File: src/hw/rtl/etpc_pkg.sv
`timescale 1ns / 1ps
`default_nettype none

package etpc_pkg;

  localparam int unsigned FracBits = 28;
  localparam int unsigned CountW   = 7;
  localparam int unsigned ColorW   = 8;

  localparam logic [CountW-1:0] IterLimit = 7'd80;
  localparam logic [CountW-1:0] BandLow   = 7'd20;
  localparam logic [CountW-1:0] BandMid   = 7'd40;

  localparam logic [ColorW-1:0] InsideRed   = 8'd2;
  localparam logic [ColorW-1:0] InsideGreen = 8'd255;
  localparam logic [ColorW-1:0] InsideBlue  = 8'd255;

  // |z|^2 escape bound, 4.0 with 2*FracBits fraction bits
  localparam logic [63:0] EscBound = 64'd4 << (2 * FracBits);

  typedef struct packed {
    logic [ColorW-1:0] red;
    logic [ColorW-1:0] green;
    logic [ColorW-1:0] blue;
  } rgb_t;

  typedef struct packed {
    logic ready;
    logic done;
  } core_status_t;

  function automatic logic signed [31:0] sat32(input logic signed [63:0] x);
    logic signed [31:0] res;
    if (x[63:31] == {33{1'b0}} || x[63:31] == {33{1'b1}}) begin
      res = x[31:0];
    end else if (x[63]) begin
      res = 32'sh8000_0000;
    end else begin
      res = 32'sh7fff_ffff;
    end
    return res;
  endfunction

endpackage

`default_nettype wire

File: src/hw/rtl/etpc_in_if.sv
`timescale 1ns / 1ps
`default_nettype none

interface etpc_in_if;
  logic               valid;
  logic               ready;
  logic signed [31:0] point_real;
  logic signed [31:0] point_imag;

  modport source (output valid, point_real, point_imag, input ready);
  modport sink (input valid, point_real, point_imag, output ready);
endinterface

`default_nettype wire

File: src/hw/rtl/etpc_out_if.sv
`timescale 1ns / 1ps
`default_nettype none

interface etpc_out_if;
  logic       valid;
  logic       ready;
  logic [6:0] escape_count;
  logic [7:0] red;
  logic [7:0] green;
  logic [7:0] blue;

  modport source (output valid, escape_count, red, green, blue, input ready);
  modport sink (input valid, escape_count, red, green, blue, output ready);
endinterface

`default_nettype wire

File: src/hw/rtl/etpc_mul.sv
`timescale 1ns / 1ps
`default_nettype none

module etpc_mul import etpc_pkg::*; (
  input  logic               clk_i,
  input  logic signed [31:0] a_i,
  input  logic signed [31:0] b_i,
  output logic signed [63:0] p_o
);

  logic signed [63:0] p_q;

  always_ff @(posedge clk_i) begin
    p_q <= a_i * b_i;
  end

  assign p_o = p_q;

endmodule

`default_nettype wire

File: src/hw/rtl/etpc_core.sv
`timescale 1ns / 1ps
`default_nettype none

module etpc_core import etpc_pkg::*; (
  input  logic               clk_i,
  input  logic               rst_ni,
  input  logic               start_i,
  input  logic signed [31:0] point_real_i,
  input  logic signed [31:0] point_imag_i,
  input  logic               take_i,
  output core_status_t       status_o,
  output logic [CountW-1:0]  count_o
);

  typedef enum logic [5:0] {
    S_IDLE = 6'b000001,
    S_RR   = 6'b000010,
    S_II   = 6'b000100,
    S_RI   = 6'b001000,
    S_UPD  = 6'b010000,
    S_DONE = 6'b100000
  } state_e;

  state_e state_q, state_d;

  logic [CountW-1:0]  n_q, n_d;
  logic signed [31:0] cr_q, ci_q;
  logic signed [31:0] zr_q, zi_q;
  logic signed [63:0] rr_q, ii_q;

  logic signed [31:0] mul_a, mul_b;
  logic signed [63:0] prod;
  logic [63:0]        mag;
  logic               escape;
  logic [CountW-1:0]  n_inc;
  logic signed [63:0] nr_full, ni_full;

  etpc_mul u_mul (
    .clk_i (clk_i),
    .a_i   (mul_a),
    .b_i   (mul_b),
    .p_o   (prod)
  );

  // operand select: zr*zr, zi*zi, zr*zi
  assign mul_a = (state_q == S_II) ? zi_q : zr_q;
  assign mul_b = (state_q == S_RR) ? zr_q : zi_q;

  assign mag     = $unsigned(rr_q) + $unsigned(prod);
  assign escape  = (mag >= EscBound);
  assign n_inc   = n_q + 1'b1;
  assign nr_full = ((rr_q - ii_q) >>> FracBits) + $signed({{32{cr_q[31]}}, cr_q});
  assign ni_full = (prod >>> (FracBits - 1)) + $signed({{32{ci_q[31]}}, ci_q});

  always_comb begin
    state_d = state_q;
    n_d     = n_q;
    unique case (state_q)
      S_IDLE: begin
        if (start_i) begin
          state_d = S_RR;
          n_d     = '0;
        end
      end
      S_RR: state_d = S_II;
      S_II: state_d = S_RI;
      S_RI: state_d = escape ? S_DONE : S_UPD;
      S_UPD: begin
        n_d     = n_inc;
        state_d = (n_inc == IterLimit) ? S_DONE : S_RR;
      end
      S_DONE: begin
        if (take_i) begin
          state_d = S_IDLE;
        end
      end
      default: state_d = S_IDLE;
    endcase
  end

  always_ff @(posedge clk_i or negedge rst_ni) begin
    if (!rst_ni) begin
      state_q <= S_IDLE;
      n_q     <= '0;
    end else begin
      state_q <= state_d;
      n_q     <= n_d;
    end
  end

  always_ff @(posedge clk_i) begin
    if (state_q == S_IDLE && start_i) begin
      cr_q <= point_real_i;
      ci_q <= point_imag_i;
      zr_q <= '0;
      zi_q <= '0;
    end
    if (state_q == S_II) begin
      rr_q <= prod;
    end
    if (state_q == S_RI) begin
      ii_q <= prod;
    end
    if (state_q == S_UPD) begin
      zr_q <= sat32(nr_full);
      zi_q <= sat32(ni_full);
    end
  end

  assign status_o.ready = (state_q == S_IDLE);
  assign status_o.done  = (state_q == S_DONE);
  assign count_o        = n_q;

endmodule

`default_nettype wire

File: src/hw/rtl/etpc_color.sv
`timescale 1ns / 1ps
`default_nettype none

module etpc_color import etpc_pkg::*; (
  input  logic [CountW-1:0] count_i,
  output rgb_t              rgb_o
);

  logic [9:0] n_ext;
  logic [9:0] n_x2, n_x3, n_x4, n_x6, n_x12;

  assign n_ext = {3'b000, count_i};
  assign n_x2  = n_ext << 1;
  assign n_x3  = n_x2 + n_ext;
  assign n_x4  = n_ext << 2;
  assign n_x6  = n_x3 << 1;
  assign n_x12 = n_x3 << 2;

  always_comb begin
    if (count_i < BandLow) begin
      rgb_o.red   = n_x3[7:0];
      rgb_o.green = n_x6[7:0];
      rgb_o.blue  = n_x12[7:0];
    end else if (count_i < BandMid) begin
      rgb_o.red   = n_x2[7:0];
      rgb_o.green = {3'b000, count_i[6:2]};
      rgb_o.blue  = n_x4[7:0];
    end else if (count_i == IterLimit) begin
      rgb_o.red   = InsideRed;
      rgb_o.green = InsideGreen;
      rgb_o.blue  = InsideBlue;
    end else begin
      rgb_o.red   = n_x3[7:0];
      rgb_o.green = {2'b00, count_i[6:1]};
      rgb_o.blue  = n_x2[7:0];
    end
  end

endmodule

`default_nettype wire

File: src/hw/rtl/escape_time_point_colorizer_top.sv
// channel  | dir | payload
// in_i     | in  | point_real, point_imag (signed Q4.28)
// out_o    | out | escape_count, red, green, blue
//
// one item at a time
// each iteration steps through S_RR, S_II, S_RI and S_UPD around the one shared
// 32x32 multiplier (three products, then the update of z)
// reset clears the sequencer and the output valid flag
// a result waiting in the output register does not block the next item;
// a second result waits in the sequencer until the register is free
`timescale 1ns / 1ps
`default_nettype none

module escape_time_point_colorizer_top import etpc_pkg::*; (
  input  logic      clk_i,
  input  logic      rst_ni,
  etpc_in_if.sink   in_i,
  etpc_out_if.source out_o
);

  core_status_t      status;
  logic [CountW-1:0] count;
  rgb_t              rgb;
  logic              take;

  logic              out_valid_q, out_valid_d;
  logic [CountW-1:0] count_q;
  rgb_t              rgb_q;

  etpc_core u_core (
    .clk_i        (clk_i),
    .rst_ni       (rst_ni),
    .start_i      (in_i.valid),
    .point_real_i (in_i.point_real),
    .point_imag_i (in_i.point_imag),
    .take_i       (take),
    .status_o     (status),
    .count_o      (count)
  );

  etpc_color u_color (
    .count_i (count),
    .rgb_o   (rgb)
  );

  assign in_i.ready = status.ready;
  assign take       = status.done && (!out_valid_q || out_o.ready);

  always_comb begin
    out_valid_d = out_valid_q;
    if (take) begin
      out_valid_d = 1'b1;
    end else if (out_o.ready) begin
      out_valid_d = 1'b0;
    end
  end

  always_ff @(posedge clk_i or negedge rst_ni) begin
    if (!rst_ni) begin
      out_valid_q <= 1'b0;
    end else begin
      out_valid_q <= out_valid_d;
    end
  end

  always_ff @(posedge clk_i) begin
    if (take) begin
      count_q <= count;
      rgb_q   <= rgb;
    end
  end

  assign out_o.valid        = out_valid_q;
  assign out_o.escape_count = count_q;
  assign out_o.red          = rgb_q.red;
  assign out_o.green        = rgb_q.green;
  assign out_o.blue         = rgb_q.blue;

endmodule

`default_nettype wire

File: src/flat_wrapper.sv
// flat-port wrapper written by rule: the top's interface ports become plain ports
module escape_time_point_colorizer_top_flat import etpc_pkg::*;
  (clk_i, rst_ni, in_i_valid, in_i_point_real, in_i_point_imag, in_i_ready, out_o_valid, out_o_escape_count, out_o_red, out_o_green, out_o_blue, out_o_ready);
  etpc_in_if in_i_i ();
  etpc_out_if out_o_i ();
  input  logic clk_i;
  input  logic rst_ni;
  input wire logic [$bits(in_i_i.valid)-1:0] in_i_valid;
  input wire logic [$bits(in_i_i.point_real)-1:0] in_i_point_real;
  input wire logic [$bits(in_i_i.point_imag)-1:0] in_i_point_imag;
  output wire logic [$bits(in_i_i.ready)-1:0] in_i_ready;
  output wire logic [$bits(out_o_i.valid)-1:0] out_o_valid;
  output wire logic [$bits(out_o_i.escape_count)-1:0] out_o_escape_count;
  output wire logic [$bits(out_o_i.red)-1:0] out_o_red;
  output wire logic [$bits(out_o_i.green)-1:0] out_o_green;
  output wire logic [$bits(out_o_i.blue)-1:0] out_o_blue;
  input wire logic [$bits(out_o_i.ready)-1:0] out_o_ready;
  assign in_i_i.valid = in_i_valid;
  assign in_i_i.point_real = in_i_point_real;
  assign in_i_i.point_imag = in_i_point_imag;
  assign in_i_ready = in_i_i.ready;
  assign out_o_valid = out_o_i.valid;
  assign out_o_escape_count = out_o_i.escape_count;
  assign out_o_red = out_o_i.red;
  assign out_o_green = out_o_i.green;
  assign out_o_blue = out_o_i.blue;
  assign out_o_i.ready = out_o_ready;
  escape_time_point_colorizer_top u_core (.clk_i(clk_i), .rst_ni(rst_ni), .in_i(in_i_i), .out_o(out_o_i));
endmodule
File: config.mk
export PLATFORM = sky130hd
export DESIGN_NAME = escape_time_point_colorizer_top_flat
export DESIGN_NICKNAME = d
export VERILOG_FILES = /design/src/hw/rtl/etpc_pkg.sv /design/src/hw/rtl/etpc_in_if.sv /design/src/hw/rtl/etpc_out_if.sv /design/src/hw/rtl/etpc_mul.sv /design/src/hw/rtl/etpc_core.sv /design/src/hw/rtl/etpc_color.sv /design/src/hw/rtl/escape_time_point_colorizer_top.sv /design/src/flat_wrapper.sv
export SDC_FILE = /design/constraint.sdc
export NUM_CORES = 2
export LEC_CHECK = 0
export CORE_MARGIN = 2
export CORE_UTILIZATION = 60
export DETAILED_ROUTE_END_ITERATION = 8
export DONT_BUFFER_PORTS = 1
export PLACE_DENSITY = 0.79
export SLEW_MARGIN = 20
export SYNTH_ARGS = -nofsm -noshare
export SYNTH_HDL_FRONTEND = slang
export SYNTH_SLANG_ARGS = --single-unit
export TNS_END_PERCENT = 50
File: constraint.sdc
create_clock -name clk_i -period 10.2 [get_ports clk_i]
set_clock_uncertainty 0.2 [all_clocks]
set_input_delay 0.51 -clock clk_i [delete_from_list [all_inputs] [get_ports clk_i]]
set_output_delay 0.51 -clock clk_i [all_outputs]
set_load 0.01 [all_outputs]
==> flow_summary.json <==
{
  "insertion_delay_ps": 570,
  "cts_tree": "built",
  "hp-class": "reg2reg",
  "dr.first_iter.drc_count": 4292,
  "fmax_mhz": 100,
  "die_h_um": 312,
  "cts_max_path_buffers": 3,
  "rsz0062_at_grt": "no",
  "syn_nets": 7516,
  "reg2reg_slack_ps": 230,
  "io_pins": 101,
  "seq_area_um2": 10300,
  "avgViaCountPerCell": 6.02,
  "htree_levels": 2,
  "gp_congestion": 1.04,
  "drc": 0,
  "drv_cap": 0,
  "antenna_found_initial": 2,
  "syn2layout_area_growth_pct": 8.12,
  "grt-ovfl-total": 0,
  "tightest_slew_ps": 1110,
  "grt_max_degree": 67,
  "dieArea_um2": 97200,
  "grt_usage": 0.359,
  "row_count": 112,
  "routed_wl_mm": 172,
  "postRouteAntennaNets": 0,
  "synthFlopType": "edfxtp_1",
  "hpwlAfterDp_mm": 139,
  "cts.sinks": 365,
  "dieWidth_um": 312,
  "start_kind": "register",
  "cp_num_cells": 31,
  "worstPathMaxFanout": 25,
  "placed_area_um2": 59500,
  "root_buffer": "clkbuf_16",
  "vias": 44200,
  "yosys_warnings": 0,
  "finalInstanceArea_um2": 61500,
  "ys_top_cells_by_area": "fa_1, edfxtp_1, ha_1, inv_1, nand2_1",
  "tns_ps": 0,
  "crit_family": "adder cells",
  "fillers": 7507,
  "cts_made_buffers": 36,
  "synth_top_area_share": 0.382,
  "ff2ff_path_depth": 31,
  "coreArea_um2": 93600,
  "ys_ff_latch": 365,
  "critPathSlowestCell": "fa_1",
  "avgSynthCellArea_um2": 9.53,
  "timing.rr.start": "u_core.u_core.state_q[3]$_DFFE_PN0P_",
  "wire_per_inst_um": 23.4,
  "cp.arrival_ps": 10210,
  "min-delay-start": "u_core.u_core.u_mul.p_o[0]$_DFF_P_",
  "final_nets": 7617,
  "worstPathRequired_ps": 10430,
  "synth_edf_count": 287,
  "ys_seq_area_frac": 0.180,
  "min_period_ps": 9970,
  "syn-cell-area_um2": 56900,
  "r2r_end": "u_core.u_core.u_mul.p_o[58]$_DFF_P_",
  "holdPathStages": 0,
  "grt_pass1_vias": 45800,
  "clk_pin_slew_ps": 70,
  "grt_pass1_wl_mm": 264,
  "yosysTopAreaCell": "fa_1",
  "cpPeakStageDelay_ps": 640,
  "synth_cell_types": 84,
  "start_util": 0.607,
  "path_common_cell": "fa_1",
  "hold_violations": 0,
  "crit_buf_inv": 7,
  "outcome": "complete, no violations",
  "finalSetupViolCount": 0,
  "drv_slew": 0,
  "multiInputGateArea_um2": 41900,
  "end_kind": "register",
  "relSlewSlack": 0.252,
  "portBuffers": 0,
  "criticalPathCategory": "reg2reg",
  "min_to": "u_core.u_core.rr_q[0]$_DFFE_PN_",
  "timing.final.crit_share": 0.978,
  "syn_inst": 5966,
  "drive_gt1_frac": 0.0571,
  "first_pass_iters": 7,
  "async_flop_share": 0.0384
}
## synth_stat cells, types with 61 or more instances
library cell	instances
inv_1	1096
fa_1	1086
nand2_1	785
nor2_1	652
ha_1	396
edfxtp_1	287
a21oi_1	236
clkbuf_1	190
a21o_1	140
o21ai_0	137
xnor2_1	117
dfxtp_1	64
nand3_1	64
mux2i_1	63
xor2_1	61
## flip-flops by register name, summed over array words and instances (netlist names), 32 cells and up
name                     flops
u_core.u_core.u_mul.p_o     64
u_core.u_core.cr_q          32
u_core.u_core.rr_q          64
u_core.u_core.zi_q          32
u_core.u_core.ci_q          32
u_core.u_core.zr_q          32
u_core.u_core.ii_q          64
## worst max path at each step
stage,start,endpoint,slack [ps]
floorplan,u_core.u_core.state_q[3]$_DFFE_PN0P_,u_core.u_core.u_mul.p_o[58]$_DFF_P_,560
global placement,u_core.u_core.state_q[3]$_DFFE_PN0P_,u_core.u_core.u_mul.p_o[59]$_DFF_P_,380
detailed placement,u_core.u_core.state_q[3]$_DFFE_PN0P_,u_core.u_core.u_mul.p_o[58]$_DFF_P_,290
CTS,u_core.u_core.state_q[3]$_DFFE_PN0P_,u_core.u_core.u_mul.p_o[58]$_DFF_P_,220
global route,u_core.u_core.state_q[3]$_DFFE_PN0P_,u_core.u_core.u_mul.p_o[58]$_DFF_P_,3
finish,u_core.u_core.state_q[3]$_DFFE_PN0P_,u_core.u_core.u_mul.p_o[58]$_DFF_P_,230
## through the flow
stage	hold WS, ps	instances	utilization	worst slack, ps
after global routing	277	7349	0.657	2.61
after CTS	261	7342	0.656	217
after floorplan	14.4	5966	-	564
final	260	7351	0.657	227
after detailed placement	14.8	7210	0.636	287
after global placement	15.0	7210	0.636	381
## logic make-up after synthesis
group / after synthesis / share of synthesized area
AO/OA/AOI/OAI: 823 / 0.0964
XOR/XNOR: 178 / 0.0274
adder cells (fa/ha/maj): 1482 / 0.469
buffers and inverters: 1310 / 0.0873
flip-flops: 365 / 0.180
multiplexers: 64 / 0.0113
AND/OR/NAND/NOR: 1744 / 0.128
## final cells by class
class | count | area share
Clock buffer | 48 | 0.0166
Inverter | 1098 | 0.0670
Antenna cell | 2 | 0.0000814
Sequential cell | 365 | 0.167
Clock inverter | 18 | 0.00287
Timing Repair Buffer | 272 | 0.0396
Multi-Input combinational cell | 4294 | 0.682
Tap cell | 1254 | 0.0255
## layout by cell type (no fill, tap or decap), types with 20 or more instances in the layout
master / n
nand4_1: 42
mux2i_2: 25
nor3_1: 38
o31ai_1: 21
clkbuf_16: 38
dfxtp_1: 64
o211ai_1: 28
nor2_1: 652
and3_1: 20
o21a_1: 27
o21bai_1: 44
o21ai_0: 137
nor2b_1: 24
fa_1: 1086
edfxtp_1: 287
nand2_1: 782
xnor2_1: 117
nand3_1: 64
inv_1: 1093
a21o_1: 140
ha_1: 396
dlygate4sd3_1: 66
mux2i_1: 34
and2_1: 21
buf_4: 188
nand2b_1: 29
xor2_1: 61
a31oi_1: 27
a21oi_1: 236
a211oi_1: 21
## per-layer routing
metal / track usage / vias to the layer above / wire [um]
li1: - / 19100 / -
met2: 0.564 / 2388 / 79400
met4: 0.205 / 2 / 12300
met5: 0 / - / 15
met3: 0.0715 / 620 / 16900
met1: 0.466 / 22100 / 63500
## worst register-to-register path, delay by kind of cell, from the launching register on
kind | cells | cell delay, ps
AOI/OAI and AO/OA | 7 | 1120
xor gates and xnor gates | 1 | 130
adders and majority gates | 9 | 4550
buffers and inverters | 7 | 1170
DFF | 1 | 400
and+or+nand+nor | 7 | 2300
## repair_timing
action	CTS	global route
hold buffers	66	0
setup buffers	0	4
gates resized for setup	0	4
endpoints found under the setup margin	0	10
endpoints found under the hold margin	79	0
Power is not shown: default switching activity piles up to over one toggle a cycle in this logic, so the estimate is an artifact.
